File: config.mk
export PLATFORM = sky130hd
export DESIGN_NAME = rsm_front_flat
export DESIGN_NICKNAME = d
export VERILOG_FILES = /design/src/hw/rtl/rsm_pkg.sv /design/src/hw/rtl/rsm_in_if.sv /design/src/hw/rtl/rsm_front.sv /design/src/flat_wrapper.sv
export SDC_FILE = /design/constraint.sdc
export NUM_CORES = 1
export LEC_CHECK = 0
export BUFFER_PORTS_ARGS = -buffer_cell sky130_fd_sc_hd__buf_4
export CORE_UTILIZATION = 26
export CTS_CLUSTER_DIAMETER = 100
export DETAILED_ROUTE_END_ITERATION = 7
export PLACE_DENSITY = 0.77
export SLEW_MARGIN = 20
export SYNTH_ARGS = -nofsm -noshare
export SYNTH_HDL_FRONTEND = slang
export SYNTH_SLANG_ARGS = --single-unit
File: constraint.sdc
create_clock -name clk -period 1.54 [get_ports clk]
set_clock_uncertainty 0.15 [all_clocks]
set_input_delay 0 -clock clk [delete_from_list [all_inputs] [get_ports clk]]
set_output_delay 0 -clock clk [all_outputs]
set_load 0.05 [all_outputs]
File: src/hw/rtl/rsm_pkg.sv
`timescale 1ns / 1ps
`default_nettype none
// ----------------------------------------------------------------------------
// rsm_pkg
// Shared types, widths and the polyphase kernel table of the stereo resampler.
// ----------------------------------------------------------------------------
package rsm_pkg;

	localparam int TAPS       = 8;
	localparam int PHASES     = 32;
	localparam int MAX_RUN    = 8;
	localparam int TAP_W      = 3;
	localparam int ROW_W      = 5;
	localparam int RUN_W      = 3;
	localparam int SAMPLE_W   = 16;
	localparam int COEF_W     = 16;
	localparam int PROD_W     = 32;
	localparam int ACC_W      = 34;
	localparam int STEP_W     = 34;
	localparam int PHASE_W    = 35;
	localparam int FRAC_W     = 32;
	localparam int INT_W      = PHASE_W - FRAC_W;
	localparam int FILL_W     = 4;
	localparam int COEF_SHIFT = 14;

	localparam logic [FILL_W-1:0] FILL_RESET = 4'd3;
	localparam logic [STEP_W-1:0] STEP_RESET = 34'h1_0000_0000;
	localparam logic signed [ACC_W:0] ROUND_HALF = 35'sh2000;

	typedef logic signed [SAMPLE_W-1:0] sample_t;
	typedef logic signed [COEF_W-1:0] coef_t;

	// One queued input word: the stereo pair and whether it starts a run.
	typedef struct packed {
		sample_t left;
		sample_t right;
		logic    run;
	} entry_t;

	typedef struct packed {
		logic   valid;
		entry_t entry;
	} push_t;

	typedef enum logic [1:0] {
		BK_IDLE,
		BK_MAC,
		BK_DRAIN,
		BK_EMIT
	} bk_state_t;

	// Kernel rows, 2.14 fixed point, tap 0 applies to the oldest sample.
	localparam coef_t COEF_ROWS [PHASES][TAPS] = '{
		'{ 16'sh0000,  16'sh0000,  16'sh0000,  16'sh4000,
		   16'sh0000,  16'sh0000,  16'sh0000,  16'sh0000},
		'{-16'sh000a,  16'sh0052, -16'sh0179,  16'sh3fe2,
		   16'sh019f, -16'sh005b,  16'sh000c,  16'sh0000},
		'{-16'sh0013,  16'sh009c, -16'sh02cc,  16'sh3f86,
		   16'sh0362, -16'sh00c0,  16'sh001a,  16'sh0000},
		'{-16'sh001a,  16'sh00dc, -16'sh03f9,  16'sh3eef,
		   16'sh054a, -16'sh012c,  16'sh002b,  16'sh0000},
		'{-16'sh001f,  16'sh0113, -16'sh0500,  16'sh3e1d,
		   16'sh0753, -16'sh01a0,  16'sh003d,  16'sh0000},
		'{-16'sh0023,  16'sh0141, -16'sh05e1,  16'sh3d12,
		   16'sh097c, -16'sh021a,  16'sh0050, -16'sh0001},
		'{-16'sh0026,  16'sh0166, -16'sh069e,  16'sh3bd0,
		   16'sh0bc4, -16'sh029a,  16'sh0066, -16'sh0001},
		'{-16'sh0027,  16'sh0182, -16'sh0738,  16'sh3a5a,
		   16'sh0e27, -16'sh031f,  16'sh007d, -16'sh0002},
		'{-16'sh0028,  16'sh0197, -16'sh07b0,  16'sh38b2,
		   16'sh10a2, -16'sh03a7,  16'sh0096, -16'sh0003},
		'{-16'sh0027,  16'sh01a5, -16'sh0807,  16'sh36dc,
		   16'sh1333, -16'sh0430,  16'sh00af, -16'sh0005},
		'{-16'sh0026,  16'sh01ab, -16'sh083f,  16'sh34db,
		   16'sh15d5, -16'sh04ba,  16'sh00ca, -16'sh0007},
		'{-16'sh0024,  16'sh01ac, -16'sh085b,  16'sh32b3,
		   16'sh1886, -16'sh0541,  16'sh00e5, -16'sh0008},
		'{-16'sh0022,  16'sh01a6, -16'sh085d,  16'sh3068,
		   16'sh1b40, -16'sh05c6,  16'sh0101, -16'sh000b},
		'{-16'sh001f,  16'sh019c, -16'sh0846,  16'sh2dfe,
		   16'sh1e00, -16'sh0644,  16'sh011c, -16'sh000d},
		'{-16'sh001c,  16'sh018e, -16'sh0819,  16'sh2b7a,
		   16'sh20c1, -16'sh06bb,  16'sh0136, -16'sh0010},
		'{-16'sh0019,  16'sh017c, -16'sh07d9,  16'sh28e1,
		   16'sh2380, -16'sh0727,  16'sh014f, -16'sh0013},
		'{-16'sh0016,  16'sh0167, -16'sh0788,  16'sh2637,
		   16'sh2637, -16'sh0788,  16'sh0167, -16'sh0016},
		'{-16'sh0013,  16'sh014f, -16'sh0727,  16'sh2380,
		   16'sh28e1, -16'sh07d9,  16'sh017c, -16'sh0019},
		'{-16'sh0010,  16'sh0136, -16'sh06bb,  16'sh20c1,
		   16'sh2b7a, -16'sh0819,  16'sh018e, -16'sh001c},
		'{-16'sh000d,  16'sh011c, -16'sh0644,  16'sh1e00,
		   16'sh2dfe, -16'sh0846,  16'sh019c, -16'sh001f},
		'{-16'sh000b,  16'sh0101, -16'sh05c6,  16'sh1b40,
		   16'sh3068, -16'sh085d,  16'sh01a6, -16'sh0022},
		'{-16'sh0008,  16'sh00e5, -16'sh0541,  16'sh1886,
		   16'sh32b3, -16'sh085b,  16'sh01ac, -16'sh0024},
		'{-16'sh0007,  16'sh00ca, -16'sh04ba,  16'sh15d5,
		   16'sh34db, -16'sh083f,  16'sh01ab, -16'sh0026},
		'{-16'sh0005,  16'sh00af, -16'sh0430,  16'sh1333,
		   16'sh36dc, -16'sh0807,  16'sh01a5, -16'sh0027},
		'{-16'sh0003,  16'sh0096, -16'sh03a7,  16'sh10a2,
		   16'sh38b2, -16'sh07b0,  16'sh0197, -16'sh0028},
		'{-16'sh0002,  16'sh007d, -16'sh031f,  16'sh0e27,
		   16'sh3a5a, -16'sh0738,  16'sh0182, -16'sh0027},
		'{-16'sh0001,  16'sh0066, -16'sh029a,  16'sh0bc4,
		   16'sh3bd0, -16'sh069e,  16'sh0166, -16'sh0026},
		'{-16'sh0001,  16'sh0050, -16'sh021a,  16'sh097c,
		   16'sh3d12, -16'sh05e1,  16'sh0141, -16'sh0023},
		'{ 16'sh0000,  16'sh003d, -16'sh01a0,  16'sh0753,
		   16'sh3e1d, -16'sh0500,  16'sh0113, -16'sh001f},
		'{ 16'sh0000,  16'sh002b, -16'sh012c,  16'sh054a,
		   16'sh3eef, -16'sh03f9,  16'sh00dc, -16'sh001a},
		'{ 16'sh0000,  16'sh001a, -16'sh00c0,  16'sh0362,
		   16'sh3f86, -16'sh02cc,  16'sh009c, -16'sh0013},
		'{ 16'sh0000,  16'sh000c, -16'sh005b,  16'sh019f,
		   16'sh3fe2, -16'sh0179,  16'sh0052, -16'sh000a}
	};

endpackage
`default_nettype wire

File: src/hw/rtl/rsm_in_if.sv
`timescale 1ns / 1ps
`default_nettype none
// ----------------------------------------------------------------------------
// rsm_in_if
// Input stream channel: one stereo sample pair per word.
// ----------------------------------------------------------------------------
interface rsm_in_if;
	logic                valid;
	logic                ready;
	rsm_pkg::sample_t    left_in;
	rsm_pkg::sample_t    right_in;

	modport source (output valid, output left_in, output right_in, input ready);
	modport sink   (input valid, input left_in, input right_in, output ready);
endinterface
`default_nettype wire

File: src/hw/rtl/rsm_front.sv
`timescale 1ns / 1ps
`default_nettype none
// ----------------------------------------------------------------------------
// rsm_front
// Accepts input words, tracks history fill and tags words that start a run.
// ----------------------------------------------------------------------------
module rsm_front (
	input  logic            clk,
	input  logic            arst_n,
	rsm_in_if.sink          samples,
	output rsm_pkg::push_t  push,
	input  logic            push_ready
);
	import rsm_pkg::*;

	logic [FILL_W-1:0] fill_q;
	logic              full;
	logic              accept;

	assign full   = (fill_q == FILL_W'(TAPS));
	assign accept = samples.valid && push_ready;

	assign samples.ready     = push_ready;
	assign push.valid        = samples.valid;
	assign push.entry.left   = samples.left_in;
	assign push.entry.right  = samples.right_in;
	// the word that completes the window already runs the filter
	assign push.entry.run    = full || (fill_q == FILL_W'(TAPS - 1));

	always_ff @(posedge clk or negedge arst_n) begin
		if (!arst_n) begin
			fill_q <= FILL_RESET;
		end else if (accept && !full) begin
			fill_q <= fill_q + 1'b1;
		end
	end

endmodule
`default_nettype wire

File: src/flat_wrapper.sv
// flat-port wrapper written by rule: the top's interface ports become plain ports
module rsm_front_flat import rsm_pkg::*;
  (clk, arst_n, push, push_ready, samples_valid, samples_left_in, samples_right_in, samples_ready);
  rsm_in_if samples_i ();
  input  logic clk;
  input  logic arst_n;
  output rsm_pkg::push_t push;
  input  logic push_ready;
  input wire logic [$bits(samples_i.valid)-1:0] samples_valid;
  input wire logic [$bits(samples_i.left_in)-1:0] samples_left_in;
  input wire logic [$bits(samples_i.right_in)-1:0] samples_right_in;
  output wire logic [$bits(samples_i.ready)-1:0] samples_ready;
  assign samples_i.valid = samples_valid;
  assign samples_i.left_in = samples_left_in;
  assign samples_i.right_in = samples_right_in;
  assign samples_ready = samples_i.ready;
  rsm_front u_core (.clk(clk), .arst_n(arst_n), .samples(samples_i), .push(push), .push_ready(push_ready));
endmodule
[Word level (Yosys, flattened, before mapping)]
Index checks and enable logic that the tools add are counted.
Storage, ports and cells
  RAM bits: 0
  flip-flop bits (word level): 4
  bits of input ports: 36
  latch bits: 0
  memory bits (read-only): 0
  logic and storage cells: 8
  memories kept: 0
  output and inout port bits: 35
Operators by class
  reduce and logical (&&, ||, !) cells: 4
  order comparisons: 0
  bitwise logic cells: 0
  divide/modulo/power cells: 0
  multiplexer cells: 0
  equal/unequal tests: 2
  add/sub/neg operators: 1
  shift-type cells: 0
  $mul: 0
Operators with widths (count)
  $add A4 B1 Y4 const B: 1
  $eq A4 B3 Y1 const B: 1
  $eq A4 B4 Y1 const B: 1
  $logic_and A1 B1 Y1: 2
  $logic_not A1 Y1: 1
  $logic_or A1 B1 Y1: 1

[Depth between registers and ports, before layout]
  depth after elaboration: 3
  depth in mapped cells: 5
  gate-level depth less buffers: 5

[Least setup slack after synthesis]
No wires, ideal clock.
  path type: reg2out
  from: reg u_core.fill_q[0]
  to: out push[0] (netlist name)
  stages on the path, launching flop included: 4
  arrival: 1.521 ns
  data required time: 1.390 ns
  path buffers: 0
  slack: -0.131 ns
  cell sequence: dfstp_2 ha_1 nand2_1 o22ai_1
RTL lines
  start: declaration: line rsm_front.sv:16  | logic [FILL_W-1:0] fill_q;
  start signal: assignment: line rsm_front.sv:34  | fill_q <= fill_q + 1'b1;
  end: declaration: line flat_wrapper.sv:7  | output rsm_pkg::push_t push;

[Final worst setup path]
  from: reg u_core.fill_q[1]
  to: reg u_core.fill_q[1]
Between the ends
  cells in the longest elaborated chain, start to end: 3
  elaborated cells on any way between the ends: 4
  classes of those cells: add/sub: 1; eq/ne: 1; reduce/logical: 2
RTL lines
  parallel branches: the longest is 3 deep, another holds $add A4 B1 Y4
Parallel ways; which one is timed is not known.
A chain may end at the register's enable or synchronous reset.

==> summary.txt <==
Status - complete, no violations
Max reg flops - 4
Ports - 71
CTS H-tree lvls - 1
Dpl hpwl - 392.2 um
Actual slew at the worst max-slew pin - 0.5047 ns
Ratio of cells with drive above 1 in the final layout - 29.41%
Antenna violations before repair - 0
Worst hold-check path type - in -> async
IO buf count - 6
Minimum clock period after layout - 1.523 ns
CP max FO - 3
Commonest non-fill, non-tap cells in the layout - 36 x dlygate4sd3_1, 5 x buf_4, 3 x clkbuf_4
RSZ-0062 raised after global routing - yes
Rel. slew slack - 66.24%
Post-synth top area cell - buf_4
TNS Setup - 0 ns
Initial DRT Pass Iterations - 1
Initial Utilization - 27.97%
Synth area leaders - buf_4 53%, dfstp_2 11%, dfrtp_1 10%
Sequential area share after synthesis - 21.24%
Setup crit start kind - flop
Pwr Density - 1358 nW/um2
Flops & latches, synth - 4
Crit path depth - 5
Drt drc - 0
Die area - 2034 um2
Layout Nets - 107
Top Registers - u_core.fill_q (4)
Critical-path cell list - inv_1 > ha_2 > nand2_2 > o211ai_2 > mux2_4
Peak supply drop - 0.5176 mV
Total CTS buffers - 3
Largest net degree at the start of global routing - 7
CP Data Arrival Time - 1.53 ns
Critical path capture point type - flop
Final Hold Fails - 0
Util after Layout - 43.41%
Clock Latency Late Sink - 0.23 ns
Clock root buffer - clkbuf_4
Inserted Diodes - 0
Total power - 1.017 mW
Fmax - 0.6566 GHz
DIE WIDTH - 45.10 um
Most common cell after layout, fill and taps aside - dlygate4sd3_1
Max clock buf depth - 2
Fin worst setup slack - 0.01691 ns
Max incr delay on CP - 0.55 ns
Cell count after synthesis - 54
Final wirelength - 840 um
Worst slack at placement - 0.03252 ns
Critical path buffers and inverters - 1
Via density - 3.989
Vias in the first global route - 283
Critical Path RT - 1.54 ns
First-pass GRT wire length - 993 um
Top delay family on crit path - flip-flops
Top cell type's share of synthesized area - 52.85%
CP Class - reg -> reg
R2r startpoint - u_core.fill_q[1]
Avg WL per Cell - 9.032 um
Cell area after synthesis - 483.0 um2
Final Cycle Share - 98.90%
Clk slew on worst S/H paths - 0.04 ns
Worst r2r dst - u_core.fill_q[1]
Initial drt markers - 0
CP max stage cell - dfstp_2
FF-to-FF setup slack - 0.02 ns
Global route total overflow - 0
GPL Wtd Cong - 0.7612
R2R depth - 5
Final setup fails - 0
Chip Height - 45.10 um
Max Cap Violations - 0
Final ANT Viol Nets - 0
Post-synth net total - 92
CTS tree - done
Syn. warnings - 0
Syn_area_per_cell - 8.944 um2
Final Max Slew Viols - 0
Leak - 0.3215 nW
Core ar. - 1727 um2
Top reg by flops - u_core.fill_q
Synth unique cells - 15
Rows - 15
Area growth syn-to-layout - 55.18%
Via Count - 371
GRT Overall Usage - 7.256%
Sinks on Clock Net - 4
worst register-to-register path, cell delays in order (launching register included):
cell and delay (ns):
dfstp_2 0.55, inv_1 0.05, ha_2 0.17, nand2_2 0.09
o211ai_2 0.12, mux2_4 0.31
cells by family (layout without fill, tap and decap cells):
group           count (synthesis)  count (layout)  share of synthesized area (%)
mux                             1               1                          3.108
compound gates                  3               3                          5.441
xor+xnor                        2               2                          3.628
fa+ha+maj                       2               2                          5.181
flops                           4               4                          21.24
buf+inv                        36              50                          54.40
simple gates                    6               6                          6.996
cells in the mapped netlist:
cell	instances
dfstp_2	2
inv_1	2
nor3b_1	1
dfrtp_1	2
nand2_2	1
o211ai_2	1
a21o_1	1
xnor2_1	2
nand3_1	2
o22ai_1	1
and3_1	1
buf_4	34
mux2_4	1
nand2_1	1
ha_1	2
per-layer routing:
| layer | global-route usage [%] | part of all wire (%) | vias up |
|---|---|---|---|
| li1 | - | - | 167 |
| met3 | 2.800 | 14 | 2 |
| met5 | 0 | 0 | - |
| met4 | 8.485 | 1.1 | 0 |
| met1 | 6.931 | 32 | 162 |
| met2 | 11.01 | 53 | 40 |
how the worst max path moves through the flow:
| stage | start | to |
|---|---|---|
| detailed placement | u_core.fill_q[1] | u_core.fill_q[1] |
| floorplan | u_core.fill_q[0] | u_core.fill_q[1] |
| finish | u_core.fill_q[1] | u_core.fill_q[1] |
| global route | u_core.fill_q[1] | u_core.fill_q[1] |
| CTS | u_core.fill_q[0] | push[0] |
| global placement | u_core.fill_q[1] | u_core.fill_q[1] |
stage by stage:
step	area, um2	hold slack [ns]	std cells
6_report	749.5	0.1140	93
5_1_grt	749.5	0.1295	93
4_1_cts	710.7	0.09930	92
3_5_place_dp	317.8	-0.3531	52
3_3_place_gp	317.8	-0.3526	52
2_1_floorplan	489.2	-0.4456	54
power by group:
group	switching (mW)	internal, mW
Clock	0.0430	0.0972
Sequential	0.0667	0.179
Combinational	0.349	0.282
Total	0.459	0.559
layout make-up:
class	instances	area, um2
Inverter	2	7.507
Sequential cell	4	102.6
Multi-Input combinational cell	14	141.4
Timing Repair Buffer	44	440.4
Fill cell	174	977.2
Tap cell	25	31.28
Clock buffer	4	26.28
what timing repair did:
| item | in CTS | in global routing |
|---|---|---|
| endpoints found under the setup margin | 1 | 2 |
| hold buffers | 36 | 0 |
| resized for setup | 2 | 4 |
| pin swaps | 1 | 2 |
| setup buffers | 0 | 1 |
| endpoints found under the hold margin | 39 | 0 |
Power figures use the tool's default switching activity.
