[config.mk]
export PLATFORM = sky130hd
export DESIGN_NAME = rsm_back_flat
export DESIGN_NICKNAME = d
export VERILOG_FILES = /design/src/hw/rtl/rsm_pkg.sv /design/src/hw/rtl/rsm_out_if.sv /design/src/hw/rtl/rsm_back.sv /design/src/flat_wrapper.sv
export SDC_FILE = /design/constraint.sdc
export NUM_CORES = 2
export LEC_CHECK = 0
export ABC_AREA = 1
export BUFFER_PORTS_ARGS = -buffer_cell sky130_fd_sc_hd__buf_2
export CAP_MARGIN = 10
export CORE_ASPECT_RATIO = 0.8
export CORE_MARGIN = 3
export CORE_UTILIZATION = 26
export CTS_CLUSTER_DIAMETER = 60
export DETAILED_ROUTE_END_ITERATION = 10
export SLEW_MARGIN = 20
export SYNTH_ARGS = -nofsm -noshare
export SYNTH_HDL_FRONTEND = slang
export SYNTH_SLANG_ARGS = --single-unit
[constraint.sdc]
create_clock -name clk -period 9.1 [get_ports clk]
set_clock_uncertainty 0.05 [all_clocks]
set_input_delay 1.365 -clock clk [delete_from_list [all_inputs] [get_ports clk]]
set_output_delay 1.365 -clock clk [all_outputs]
set_load 0.01 [all_outputs]
[src/hw/rtl/rsm_pkg.sv]
`timescale 1ns / 1ps
`default_nettype none
// ----------------------------------------------------------------------------
// rsm_pkg
// Shared types, widths and the polyphase kernel table of the stereo resampler.
// ----------------------------------------------------------------------------
package rsm_pkg;

	localparam int TAPS       = 8;
	localparam int PHASES     = 32;
	localparam int MAX_RUN    = 8;
	localparam int TAP_W      = 3;
	localparam int ROW_W      = 5;
	localparam int RUN_W      = 3;
	localparam int SAMPLE_W   = 16;
	localparam int COEF_W     = 16;
	localparam int PROD_W     = 32;
	localparam int ACC_W      = 34;
	localparam int STEP_W     = 34;
	localparam int PHASE_W    = 35;
	localparam int FRAC_W     = 32;
	localparam int INT_W      = PHASE_W - FRAC_W;
	localparam int FILL_W     = 4;
	localparam int COEF_SHIFT = 14;

	localparam logic [FILL_W-1:0] FILL_RESET = 4'd3;
	localparam logic [STEP_W-1:0] STEP_RESET = 34'h1_0000_0000;
	localparam logic signed [ACC_W:0] ROUND_HALF = 35'sh2000;

	typedef logic signed [SAMPLE_W-1:0] sample_t;
	typedef logic signed [COEF_W-1:0] coef_t;

	// One queued input word: the stereo pair and whether it starts a run.
	typedef struct packed {
		sample_t left;
		sample_t right;
		logic    run;
	} entry_t;

	typedef struct packed {
		logic   valid;
		entry_t entry;
	} push_t;

	typedef enum logic [1:0] {
		BK_IDLE,
		BK_MAC,
		BK_DRAIN,
		BK_EMIT
	} bk_state_t;

	// Kernel rows, 2.14 fixed point, tap 0 applies to the oldest sample.
	localparam coef_t COEF_ROWS [PHASES][TAPS] = '{
		'{ 16'sh0000,  16'sh0000,  16'sh0000,  16'sh4000,
		   16'sh0000,  16'sh0000,  16'sh0000,  16'sh0000},
		'{-16'sh000a,  16'sh0052, -16'sh0179,  16'sh3fe2,
		   16'sh019f, -16'sh005b,  16'sh000c,  16'sh0000},
		'{-16'sh0013,  16'sh009c, -16'sh02cc,  16'sh3f86,
		   16'sh0362, -16'sh00c0,  16'sh001a,  16'sh0000},
		'{-16'sh001a,  16'sh00dc, -16'sh03f9,  16'sh3eef,
		   16'sh054a, -16'sh012c,  16'sh002b,  16'sh0000},
		'{-16'sh001f,  16'sh0113, -16'sh0500,  16'sh3e1d,
		   16'sh0753, -16'sh01a0,  16'sh003d,  16'sh0000},
		'{-16'sh0023,  16'sh0141, -16'sh05e1,  16'sh3d12,
		   16'sh097c, -16'sh021a,  16'sh0050, -16'sh0001},
		'{-16'sh0026,  16'sh0166, -16'sh069e,  16'sh3bd0,
		   16'sh0bc4, -16'sh029a,  16'sh0066, -16'sh0001},
		'{-16'sh0027,  16'sh0182, -16'sh0738,  16'sh3a5a,
		   16'sh0e27, -16'sh031f,  16'sh007d, -16'sh0002},
		'{-16'sh0028,  16'sh0197, -16'sh07b0,  16'sh38b2,
		   16'sh10a2, -16'sh03a7,  16'sh0096, -16'sh0003},
		'{-16'sh0027,  16'sh01a5, -16'sh0807,  16'sh36dc,
		   16'sh1333, -16'sh0430,  16'sh00af, -16'sh0005},
		'{-16'sh0026,  16'sh01ab, -16'sh083f,  16'sh34db,
		   16'sh15d5, -16'sh04ba,  16'sh00ca, -16'sh0007},
		'{-16'sh0024,  16'sh01ac, -16'sh085b,  16'sh32b3,
		   16'sh1886, -16'sh0541,  16'sh00e5, -16'sh0008},
		'{-16'sh0022,  16'sh01a6, -16'sh085d,  16'sh3068,
		   16'sh1b40, -16'sh05c6,  16'sh0101, -16'sh000b},
		'{-16'sh001f,  16'sh019c, -16'sh0846,  16'sh2dfe,
		   16'sh1e00, -16'sh0644,  16'sh011c, -16'sh000d},
		'{-16'sh001c,  16'sh018e, -16'sh0819,  16'sh2b7a,
		   16'sh20c1, -16'sh06bb,  16'sh0136, -16'sh0010},
		'{-16'sh0019,  16'sh017c, -16'sh07d9,  16'sh28e1,
		   16'sh2380, -16'sh0727,  16'sh014f, -16'sh0013},
		'{-16'sh0016,  16'sh0167, -16'sh0788,  16'sh2637,
		   16'sh2637, -16'sh0788,  16'sh0167, -16'sh0016},
		'{-16'sh0013,  16'sh014f, -16'sh0727,  16'sh2380,
		   16'sh28e1, -16'sh07d9,  16'sh017c, -16'sh0019},
		'{-16'sh0010,  16'sh0136, -16'sh06bb,  16'sh20c1,
		   16'sh2b7a, -16'sh0819,  16'sh018e, -16'sh001c},
		'{-16'sh000d,  16'sh011c, -16'sh0644,  16'sh1e00,
		   16'sh2dfe, -16'sh0846,  16'sh019c, -16'sh001f},
		'{-16'sh000b,  16'sh0101, -16'sh05c6,  16'sh1b40,
		   16'sh3068, -16'sh085d,  16'sh01a6, -16'sh0022},
		'{-16'sh0008,  16'sh00e5, -16'sh0541,  16'sh1886,
		   16'sh32b3, -16'sh085b,  16'sh01ac, -16'sh0024},
		'{-16'sh0007,  16'sh00ca, -16'sh04ba,  16'sh15d5,
		   16'sh34db, -16'sh083f,  16'sh01ab, -16'sh0026},
		'{-16'sh0005,  16'sh00af, -16'sh0430,  16'sh1333,
		   16'sh36dc, -16'sh0807,  16'sh01a5, -16'sh0027},
		'{-16'sh0003,  16'sh0096, -16'sh03a7,  16'sh10a2,
		   16'sh38b2, -16'sh07b0,  16'sh0197, -16'sh0028},
		'{-16'sh0002,  16'sh007d, -16'sh031f,  16'sh0e27,
		   16'sh3a5a, -16'sh0738,  16'sh0182, -16'sh0027},
		'{-16'sh0001,  16'sh0066, -16'sh029a,  16'sh0bc4,
		   16'sh3bd0, -16'sh069e,  16'sh0166, -16'sh0026},
		'{-16'sh0001,  16'sh0050, -16'sh021a,  16'sh097c,
		   16'sh3d12, -16'sh05e1,  16'sh0141, -16'sh0023},
		'{ 16'sh0000,  16'sh003d, -16'sh01a0,  16'sh0753,
		   16'sh3e1d, -16'sh0500,  16'sh0113, -16'sh001f},
		'{ 16'sh0000,  16'sh002b, -16'sh012c,  16'sh054a,
		   16'sh3eef, -16'sh03f9,  16'sh00dc, -16'sh001a},
		'{ 16'sh0000,  16'sh001a, -16'sh00c0,  16'sh0362,
		   16'sh3f86, -16'sh02cc,  16'sh009c, -16'sh0013},
		'{ 16'sh0000,  16'sh000c, -16'sh005b,  16'sh019f,
		   16'sh3fe2, -16'sh0179,  16'sh0052, -16'sh000a}
	};

endpackage
`default_nettype wire

[src/hw/rtl/rsm_out_if.sv]
`timescale 1ns / 1ps
`default_nettype none
// ----------------------------------------------------------------------------
// rsm_out_if
// Result stream channel: one filtered stereo pair per word plus run marker.
// ----------------------------------------------------------------------------
interface rsm_out_if;
	logic                valid;
	logic                ready;
	rsm_pkg::sample_t    left_out;
	rsm_pkg::sample_t    right_out;
	logic                last_of_run;

	modport source (output valid, output left_out, output right_out,
		output last_of_run, input ready);
	modport sink   (input valid, input left_out, input right_out,
		input last_of_run, output ready);
endinterface
`default_nettype wire

[src/hw/rtl/rsm_back.sv]
`timescale 1ns / 1ps
`default_nettype none
// ----------------------------------------------------------------------------
// rsm_back
// History, phase accumulator, tap-serial multiply-add and result register.
// ----------------------------------------------------------------------------
module rsm_back (
	input  logic                        clk,
	input  logic                        arst_n,
	input  logic                        step_we,
	input  logic [rsm_pkg::STEP_W-1:0]  step_wdata,
	input  rsm_pkg::push_t              pop,
	output logic                        pop_ready,
	rsm_out_if.source                   results
);
	import rsm_pkg::*;

	function automatic sample_t round_sat(input logic signed [ACC_W-1:0] acc);
		logic signed [ACC_W:0]              rnd;
		logic signed [ACC_W-COEF_SHIFT:0]   shq;
		sample_t                            res;
		rnd = {acc[ACC_W-1], acc} + ROUND_HALF;
		shq = rnd[ACC_W:COEF_SHIFT];
		if (!shq[ACC_W-COEF_SHIFT] && (|shq[ACC_W-COEF_SHIFT-1:SAMPLE_W-1])) begin
			res = 16'sh7fff;
		end else if (shq[ACC_W-COEF_SHIFT] && !(&shq[ACC_W-COEF_SHIFT-1:SAMPLE_W-1])) begin
			res = -16'sh8000;
		end else begin
			res = shq[SAMPLE_W-1:0];
		end
		return res;
	endfunction

	bk_state_t                  state_q;
	bk_state_t                  state_d;
	sample_t                    hist_l_q [TAPS];
	sample_t                    hist_r_q [TAPS];
	logic [PHASE_W-1:0]         phase_q;
	logic [STEP_W-1:0]          step_q;
	logic [TAP_W-1:0]           tap_q;
	logic [RUN_W-1:0]           run_q;
	logic signed [PROD_W-1:0]   prod_l_s1;
	logic signed [PROD_W-1:0]   prod_r_s1;
	logic                       prod_vld_s1;
	logic signed [ACC_W-1:0]    acc_l_q;
	logic signed [ACC_W-1:0]    acc_r_q;
	logic                       out_vld_q;
	sample_t                    out_l_q;
	sample_t                    out_r_q;
	logic                       out_last_q;

	logic                       int_zero;
	logic [ROW_W-1:0]           row;
	coef_t                      coef;
	logic [PHASE_W-1:0]         next_phase;
	logic                       next_int_nz;
	logic                       run_end;
	logic                       out_free;
	logic                       take;
	logic                       start_mac;
	logic                       skip_unit;
	logic                       emit;
	logic                       mac_issue;

	assign int_zero    = (phase_q[PHASE_W-1:FRAC_W] == '0);
	assign row         = phase_q[FRAC_W-1 -: ROW_W];
	assign coef        = COEF_ROWS[row][tap_q];
	assign next_phase  = phase_q + PHASE_W'(step_q);
	assign next_int_nz = |next_phase[PHASE_W-1:FRAC_W];
	assign run_end     = (run_q == RUN_W'(MAX_RUN - 1)) || next_int_nz;
	assign out_free    = !out_vld_q || results.ready;

	// next state
	always_comb begin
		state_d = state_q;
		unique case (state_q)
			BK_IDLE: begin
				if (pop.valid && pop.entry.run && int_zero) begin
					state_d = BK_MAC;
				end
			end
			BK_MAC: begin
				if (tap_q == TAP_W'(TAPS - 1)) begin
					state_d = BK_DRAIN;
				end
			end
			BK_DRAIN: begin
				state_d = BK_EMIT;
			end
			BK_EMIT: begin
				if (out_free) begin
					state_d = run_end ? BK_IDLE : BK_MAC;
				end
			end
			default: begin
				state_d = BK_IDLE;
			end
		endcase
	end

	// state outputs
	always_comb begin
		pop_ready = 1'b0;
		take      = 1'b0;
		start_mac = 1'b0;
		skip_unit = 1'b0;
		emit      = 1'b0;
		mac_issue = 1'b0;
		unique case (state_q)
			BK_IDLE: begin
				pop_ready = 1'b1;
				take      = pop.valid;
				start_mac = pop.valid && pop.entry.run && int_zero;
				skip_unit = pop.valid && pop.entry.run && !int_zero;
			end
			BK_MAC: begin
				mac_issue = 1'b1;
			end
			BK_DRAIN: begin
			end
			BK_EMIT: begin
				emit      = out_free;
				start_mac = out_free && !run_end;
			end
			default: begin
			end
		endcase
	end

	always_ff @(posedge clk or negedge arst_n) begin
		if (!arst_n) begin
			state_q     <= BK_IDLE;
			step_q      <= STEP_RESET;
			phase_q     <= '0;
			tap_q       <= '0;
			run_q       <= '0;
			prod_vld_s1 <= 1'b0;
			out_vld_q   <= 1'b0;
			for (int i = 0; i < TAPS; i++) begin
				hist_l_q[i] <= '0;
				hist_r_q[i] <= '0;
			end
		end else begin
			state_q     <= state_d;
			prod_vld_s1 <= mac_issue;
			if (step_we) begin
				step_q <= step_wdata;
			end
			// shift the new pair in, oldest at tap 0
			if (take) begin
				for (int i = 0; i < TAPS - 1; i++) begin
					hist_l_q[i] <= hist_l_q[i + 1];
					hist_r_q[i] <= hist_r_q[i + 1];
				end
				hist_l_q[TAPS - 1] <= pop.entry.left;
				hist_r_q[TAPS - 1] <= pop.entry.right;
			end
			if (skip_unit) begin
				phase_q <= {phase_q[PHASE_W-1:FRAC_W] - 1'b1, phase_q[FRAC_W-1:0]};
			end else if (emit) begin
				if (next_int_nz) begin
					phase_q <= {next_phase[PHASE_W-1:FRAC_W] - 1'b1,
						next_phase[FRAC_W-1:0]};
				end else begin
					phase_q <= next_phase;
				end
			end
			if (start_mac) begin
				tap_q <= '0;
			end else if (mac_issue) begin
				tap_q <= tap_q + 1'b1;
			end
			if (take) begin
				run_q <= '0;
			end else if (emit) begin
				run_q <= run_q + 1'b1;
			end
			if (emit) begin
				out_vld_q <= 1'b1;
			end else if (results.ready) begin
				out_vld_q <= 1'b0;
			end
		end
	end

	// datapath registers, no reset
	always_ff @(posedge clk) begin
		if (mac_issue) begin
			prod_l_s1 <= PROD_W'(hist_l_q[tap_q]) * PROD_W'(coef);
			prod_r_s1 <= PROD_W'(hist_r_q[tap_q]) * PROD_W'(coef);
		end
		if (start_mac) begin
			acc_l_q <= '0;
			acc_r_q <= '0;
		end else if (prod_vld_s1) begin
			acc_l_q <= acc_l_q + ACC_W'(prod_l_s1);
			acc_r_q <= acc_r_q + ACC_W'(prod_r_s1);
		end
		if (emit) begin
			out_l_q    <= round_sat(acc_l_q);
			out_r_q    <= round_sat(acc_r_q);
			out_last_q <= run_end;
		end
	end

	assign results.valid       = out_vld_q;
	assign results.left_out    = out_l_q;
	assign results.right_out   = out_r_q;
	assign results.last_of_run = out_last_q;

endmodule
`default_nettype wire

[src/flat_wrapper.sv]
// flat-port wrapper written by rule: the top's interface ports become plain ports
module rsm_back_flat import rsm_pkg::*;
  (clk, arst_n, step_we, step_wdata, pop, pop_ready, results_valid, results_left_out, results_right_out, results_last_of_run, results_ready);
  rsm_out_if results_i ();
  input  logic clk;
  input  logic arst_n;
  input  logic step_we;
  input  logic [rsm_pkg::STEP_W-1:0] step_wdata;
  input  rsm_pkg::push_t pop;
  output logic pop_ready;
  output wire logic [$bits(results_i.valid)-1:0] results_valid;
  output wire logic [$bits(results_i.left_out)-1:0] results_left_out;
  output wire logic [$bits(results_i.right_out)-1:0] results_right_out;
  output wire logic [$bits(results_i.last_of_run)-1:0] results_last_of_run;
  input wire logic [$bits(results_i.ready)-1:0] results_ready;
  assign results_valid = results_i.valid;
  assign results_left_out = results_i.left_out;
  assign results_right_out = results_i.right_out;
  assign results_last_of_run = results_i.last_of_run;
  assign results_i.ready = results_ready;
  rsm_back u_core (.clk(clk), .arst_n(arst_n), .step_we(step_we), .step_wdata(step_wdata), .pop(pop), .pop_ready(pop_ready), .results(results_i));
endmodule
# Word level (Yosys, flattened, before mapping)
# Memory sizes are Yosys's and may differ from the RTL's.
# Cells that the tools add are included.
[word_totals] reg_bits=500 romBits=4096 out_inout_bits=35 memories=1 in_bits=72 word_cells=119
[op_classes] n_addsub=9 n_mul=2 bitwise=3 n_mux=33 n_reduce_logical=30 n_lt_le_gt_ge=2 n_eq_ne=8
[mem_list] memory="(no name shown)" words=32 word_bits=128 read_ports=1 rd_ports_with_merged_regs=0 write_ports=0 line_no="rsm_back.sv:67" text="assign coef = COEF_ROWS[row][tap_q];"
[ops] operator="128-bit two-way mux" count=2
[ops] operator="16-bit binary-select mux with 3-bit select" count=3
[ops] operator="16-bit two-way mux" count=8
[ops] operator="35-bit two-way mux" count=3
[ops] operator="34-bit by 15-bit adder with 35-bit output (second input constant)" count=2
[ops] operator="34-bit by 32-bit adder with 34-bit output" count=2
[ops] operator="16-bit by 16-bit multiplier with 32-bit output" count=2
[ops] operator="35-bit by 34-bit adder with 35-bit output" count=1
[ops] operator="3-bit two-way mux" count=4
[ops] operator="5-bit AND reduction" count=2
[ops] operator="5-bit OR reduction" count=2
[ops] operator="1-bit logical AND" count=8
[ops] operator="1-bit two-way mux" count=8
[ops] operator="2-bit case mux with 4 select lines" count=1
[ops] operator="2-bit nonzero test" count=4
[ops] operator="1-bit zero test" count=7
[ops] operator="3-bit by 1-bit adder with 3-bit output (second input constant)" count=2
[ops] operator="3-bit == test (second input constant)" count=2
[ops] operator="6-bit greater-or-equal comparator (second input constant)" count=1
[ops] operator="2-bit two-way mux" count=3
[ops] operator="2-bit by 1-bit != test with 1-bit output (second input constant)" count=3
[ops] operator="5-bit inverter with 6-bit output" count=1
[ops] operator="3-bit by 1-bit subtractor with 3-bit output (second input constant)" count=2
[ops] operator="2-bit == test (second input constant)" count=2
[ops] operator="other kinds (11)" count=12

# Longest topological paths before layout
[logic_depth] word_depth=8 mapped_depth=40 depth_no_buf=39

# Worst setup path before layout
# No wires, ideal clock.
[synth_timing] kind="register to register" from="reg u_core.phase_q[27]" to="reg u_core.prod_l_s1[26], data pin" arrival_time_ps=6656 stages_incl_launch_ff=32 period_less_slack_ps=6971 path_buffers=2 t_required_ps=8785 setup_ps=265 setup_slack_ps=2129 cell_sequence="dfrtp_1 > inv_2 > ha_1 > buf_4 > inv_2 > nand2_1 > nand2_1 > nor2_1 > o21ai_1 > nand2_1 > o21ai_0 > o21ai_4 > nand2_4 > buf_4 > nand2_1 > fa_1 > inv_1 > fa_1 > fa_1 > fa_1 > fa_1 > inv_1 > fa_1 > inv_1 > ha_1 > nand2_1 > nor2_1 > inv_1 > nor3_1 > nand3_1 > o211ai_1 > xor2_1"
[synth_via] elab_chain_len=8
[synth_lines] element="from (decl)" line_no="rsm_back.sv:38" text="logic [PHASE_W-1:0] phase_q;"
[synth_lines] element="from (signal assigned)" line_no="rsm_back.sv:159" text="phase_q <= {phase_q[PHASE_W-1:FRAC_W] - 1'b1, phase_q[FRAC_W-1:0]};"
[synth_lines] element="from (signal assigned)" line_no="rsm_back.sv:162" text="phase_q <= {next_phase[PHASE_W-1:FRAC_W] - 1'b1,"
[synth_lines] element="from (signal assigned)" line_no="rsm_back.sv:165" text="phase_q <= next_phase;"
[synth_lines] element="5-bit inverter with 6-bit output (not written as such)" line_no="rsm_back.sv:67"
[synth_lines] element="memory 32 x 128 bit"
[synth_lines] element="128-bit two-way mux (not written as such) (2 in a row)" line_no="rsm_back.sv:67"
[synth_lines] element="16-bit binary-select mux with 3-bit select" line_no="rsm_back.sv:67"
[synth_lines] element="16-bit two-way mux (not written as such) (2 in a row)" line_no="rsm_back.sv:67"
[synth_lines] element="16-bit by 16-bit multiplier with 32-bit output" line_no="rsm_back.sv:189" text="prod_l_s1 <= PROD_W'(hist_l_q[tap_q]) * PROD_W'(coef);"
[synth_lines] element="to (signal assigned)" line_no="rsm_back.sv:189"
[synth_lines] element="to (decl)" line_no="rsm_back.sv:42" text="logic signed [PROD_W-1:0] prod_l_s1;"
# Every way passes these cells. The select of a mux whose other input is x is not followed.
# A chain may end at the register's enable or synchronous reset.

# Final worst setup path
[layout_timing] from="reg u_core.phase_q[29]" to="reg u_core.prod_r_s1[28], data pin"
[layout_via] elab_chain_len=8
[layout_lines] element="5-bit inverter with 6-bit output (not written as such)" line_no="rsm_back.sv:67"
[layout_lines] element="memory 32 x 128 bit"
[layout_lines] element="128-bit two-way mux (not written as such) (2 in a row)" line_no="rsm_back.sv:67"
[layout_lines] element="16-bit binary-select mux with 3-bit select" line_no="rsm_back.sv:67"
[layout_lines] element="16-bit two-way mux (not written as such) (2 in a row)" line_no="rsm_back.sv:67"
[layout_lines] element="16-bit by 16-bit multiplier with 32-bit output" line_no="rsm_back.sv:190" text="prod_r_s1 <= PROD_W'(hist_r_q[tap_q]) * PROD_W'(coef);"
[layout_lines] element="to (signal assigned)" line_no="rsm_back.sv:190"
[layout_lines] element="to (decl)" line_no="rsm_back.sv:43" text="logic signed [PROD_W-1:0] prod_r_s1;"
# Every way passes these cells. The select of a mux whose other input is x is not followed.

==> metrics.md <==
| Metric | Value |
|---|---|
| Final worst path period share | 95.77% |
| Yosys warning count | 0 |
| Area of the multi-input gates | 32730 um^2 |
| First-pass GRT wire length | 267.0 mm |
| CTS Root Cell | clkbuf_16 |
| Mapped Nets | 7693 |
| Mux cell area share after synthesis | 0.7436% |
| Synth Area in Simple Gates | 20.44% |
| Initial Utilization | between 20% and 30% |
| Total negative slack | 0 ns |
| Post-synthesis cell area | 51320 um^2 |
| Average cell area after synthesis | 7.545 um^2 |
| Crit path kind | flip-flop to flip-flop |
| Top Metal Used | met5 |
| Slew margin rel. | 29.29% |
| Unique cell type count in the Yosys netlist | 61 |
| Adder-Cell Fraction of Synth Area | 27.72% |
| Number of buffers added on ports | 106 |
| Die width | 502.7 um |
| Placed cell count | 9346 |
| Post-DP HPWL | 133.0 mm |
| M1 WL | about 80 mm |
| Clock slew at reported path FFs | 0.06 ns |
| Layout fillers | 21.09k |
| Post-layout min period | 8.715 ns |
| CP startpoint | u_core.phase_q[29]$_DFFE_PN0P_ |
| Run status | completed |
| Via count | 45.16k |
| Synth Area in Compound Gates | 12.35% |
| Max Root-Sink Buffers | 3 |
| PnR worst setup slack | 0.3846 ns |
| Number of synthesized flops with an enable pin | 97 |
| Fraction of layout cells with a size suffix above 1 | 6.640% |
| RSZ-0062 raised after global routing | false |
| Detailed Route Iter0 Violations | just over 4k |
| Vias in the first global route | around 45k |
| Synth Area in XOR/XNOR | 2.475% |
| # rows | 145 |
| Met3 WL | 14.93 mm |
| Largest net degree at the start of global routing | 119 |
| Final Net Count | 7737 |
| Initial antenna violation count | 2 |
| Post-synth ARST share | 67.00% |
| Reg area | 12670 um^2 |
| PostCTS Resize Cnt | 0 |
| Clk sink count | 500 |
| Worst Path Max Fanout | 29 |
| R2R Setup Slk | about 0.38 ns |
| Global-route congestion overflow total | 0 |
| Num CTS Buffers | 68 |
| DIE AREA | around 200000 um^2 |
| Setup crit start kind | flip-flop |
| FF-to-FF End | u_core.prod_r_s1[28]$_DFFE_PP_ |
| Hold_buf cts | 0 |
| Wire length per cell | 18.07 um |
| Measured slew at the worst slew-check pin | 1.061 ns |
| Worst reg-to-reg path cell count | 30 |
| Met2 wire len | 69.88 mm |
| Synth Flop Type | dfrtp_1 |
| Final setup violation count | 0 |
| Main combinational cell family by area after synthesis | adder cells |
| Fin. max-slew vios | 0 |
| GP Congestion | 0.9622 |
| CP peak stage delay | 0.80 ns |
| Tot GR Track Use | 16.89% |
| Hold Slack | 0.4187 ns |
| Final WL | approximately 170 mm |
| Syn Inst Count | 6801 |
| Chip height | 403.4 um |
| H-tree Lvls | 3 |
| Fmax | approximately 110 MHz |
| HP Class | flip-flop to flip-flop |
| Ports | roughly 110 |
| Core footprint | 195800 um^2 |
| Synthesized flop and latch total | 500 |
| Post-CTS Setup Inserts | 0 |
| P&R area growth vs syn | 11.45% |
| Fin. Hold Viols | 0 |
| CP Data Arrival Time | approximately 9 ns |
| Worst-Skew Late Latency | 0.71 ns |
| Crit. End Element | flip-flop |
| TritonCTS clock tree | done |
| Final Non-Filler Cells | approximately 9.5k |
| Vias per inst | 4.769 |
| Final ANT Viol Nets | 0 |
| Max Cap Viol | 0 |
| Reg2Reg Launch Point | u_core.phase_q[29]$_DFFE_PN0P_ |
| Register area share after synthesis | 24.67% |
| Worst endpoint required time | 9.53 ns |
| Slowest CP cell | o21ai_0 |
| # DRC | 0 |
| Pre-antenna DRT Iters | 6 |
| Critical Path Sink | u_core.prod_r_s1[28]$_DFFE_PP_ |
| Place WS | 0.6446 ns |
[metal layers]
layer | GRT usage, % | up-vias
met5 | 0 | -
met2 | 24.39 | 1694
met3 | 3.851 | 258
met4 | 4.207 | 2
met1 | 25.16 | 21888
li1 | - | 21322
[layout by cell type, fill, tap and decap left out, types with 25 or more instances in the layout]
master,instances
nand2_1,1515
edfxtp_1,97
dfxtp_1,68
clkbuf_16,68
o21bai_1,28
inv_1,1246
o21ai_0,603
nor2_1,640
ha_1,291
mux2_2,33
fa_1,528
buf_2,105
dfrtp_1,329
nand4_1,32
buf_4,105
nor3_1,49
nand3_1,271
xnor2_1,50
o21ai_1,25
xor2_1,95
a21oi_1,415
[area by class of cell]
class | instances | area share [%]
clock buffer | 83 | 3.144
timing repair buffer | 218 | 2.581
tap | 2572 | 5.627
antenna | 1 | 0.004375
clock inverter | 40 | 0.8751
sequential | 500 | 22.15
multi-input combinational | 4781 | 57.23
inverter | 1276 | 8.388
[through the flow]
| stage | area, um^2 | util, % |
|---|---|---|
| 2_1_floorplan | 51320 | - |
| 3_3_place_gp | 54860 | 28.03 |
| 3_5_place_dp | 54860 | 28.03 |
| 4_1_cts | 57160 | 29.20 |
| 5_1_grt | 57190 | 29.21 |
| 6_report | 57190 | 29.22 |
[logic make-up after synthesis]
group / after synthesis
AO/OA/AOI/OAI: 1191
flip-flops: 500
multiplexers: 34
XOR/XNOR: 145
buffers and inverters: 1520
AND/OR/NAND/NOR: 2591
adder cells (fa/ha/maj): 820
[critical path: cells and delay by family, from the launching register on]
family | cells | cell delay (ns)
DFF | 1 | 0.43
AOI/OAI and AO/OA | 4 | 1.72
adders and majority gates | 7 | 3.33
buffers and inverters | 6 | 1.00
xor gates and xnor gates | 1 | 0.24
and+or+nand+nor | 12 | 1.70
[worst min path at each step]
stage                                              start                               to  cells past startpoint
after floorplan           u_core.acc_l_q[0]$_SDFFE_PP0P_   u_core.acc_l_q[0]$_SDFFE_PP0P_                      2
after global placement    u_core.acc_r_q[0]$_SDFFE_PP0P_   u_core.acc_r_q[0]$_SDFFE_PP0P_                      2
after detailed placement   u_core.phase_q[0]$_DFFE_PN0P_    u_core.phase_q[0]$_DFFE_PN0P_                      2
after CTS                 u_core.acc_l_q[0]$_SDFFE_PP0P_   u_core.acc_l_q[0]$_SDFFE_PP0P_                      2
after global routing                              arst_n  u_core.hist_l_q[99]$_DFFE_PN0P_                      1
final                     u_core.acc_l_q[0]$_SDFFE_PP0P_   u_core.acc_l_q[0]$_SDFFE_PP0P_                      2
[cells in the mapped netlist, drive strengths merged (2+ instances only)]
cell type,count,share of area [%]
a211oi,8,0.12
a21boi,8,0.12
a21o,14,0.20
a21oi,415,4.0
a31o,2,0.034
a31oi,20,0.24
and2,2,0.024
and3,3,0.037
buf,132,1.4
clkbuf,112,0.82
clkinv,10,0.073
dfrtp,334,16
dfxtp,68,2.7
edfxtp,97,5.7
fa,528,21
ha,292,7.1
inv,1266,9.3
mux2,33,0.72
nand2,1541,11
nand3,276,2.7
nand3b,13,0.19
nand4,32,0.39
nor2,655,4.9
nor3,52,0.54
nor4,5,0.061
o2111ai,6,0.11
o211ai,24,0.36
o21a,7,0.10
o21ai,631,6.2
o21bai,28,0.41
o221ai,5,0.085
o22ai,10,0.12
o31ai,6,0.088
o41ai,2,0.034
or2,12,0.15
xnor2,50,0.85
xor2,95,1.6
[state kept, by name, indices dropped and copies added (netlist names)]
name / cells
u_core.prod_vld_s1: 1
u_core.acc_l_q: 34
u_core.results.last_of_run: 1
u_core.results.left_out: 16
u_core.tap_q: 3
u_core.hist_l_q: 128
u_core.prod_l_s1: 32
u_core.results.right_out: 16
u_core.hist_r_q: 128
u_core.step_q: 34
u_core.run_q: 3
u_core.phase_q: 35
u_core.prod_r_s1: 32
u_core.results.valid: 1
u_core.acc_r_q: 34
u_core.state_q: 2
Power is not shown: default switching activity piles up to over one toggle a cycle in this logic, so the estimate is an artifact.
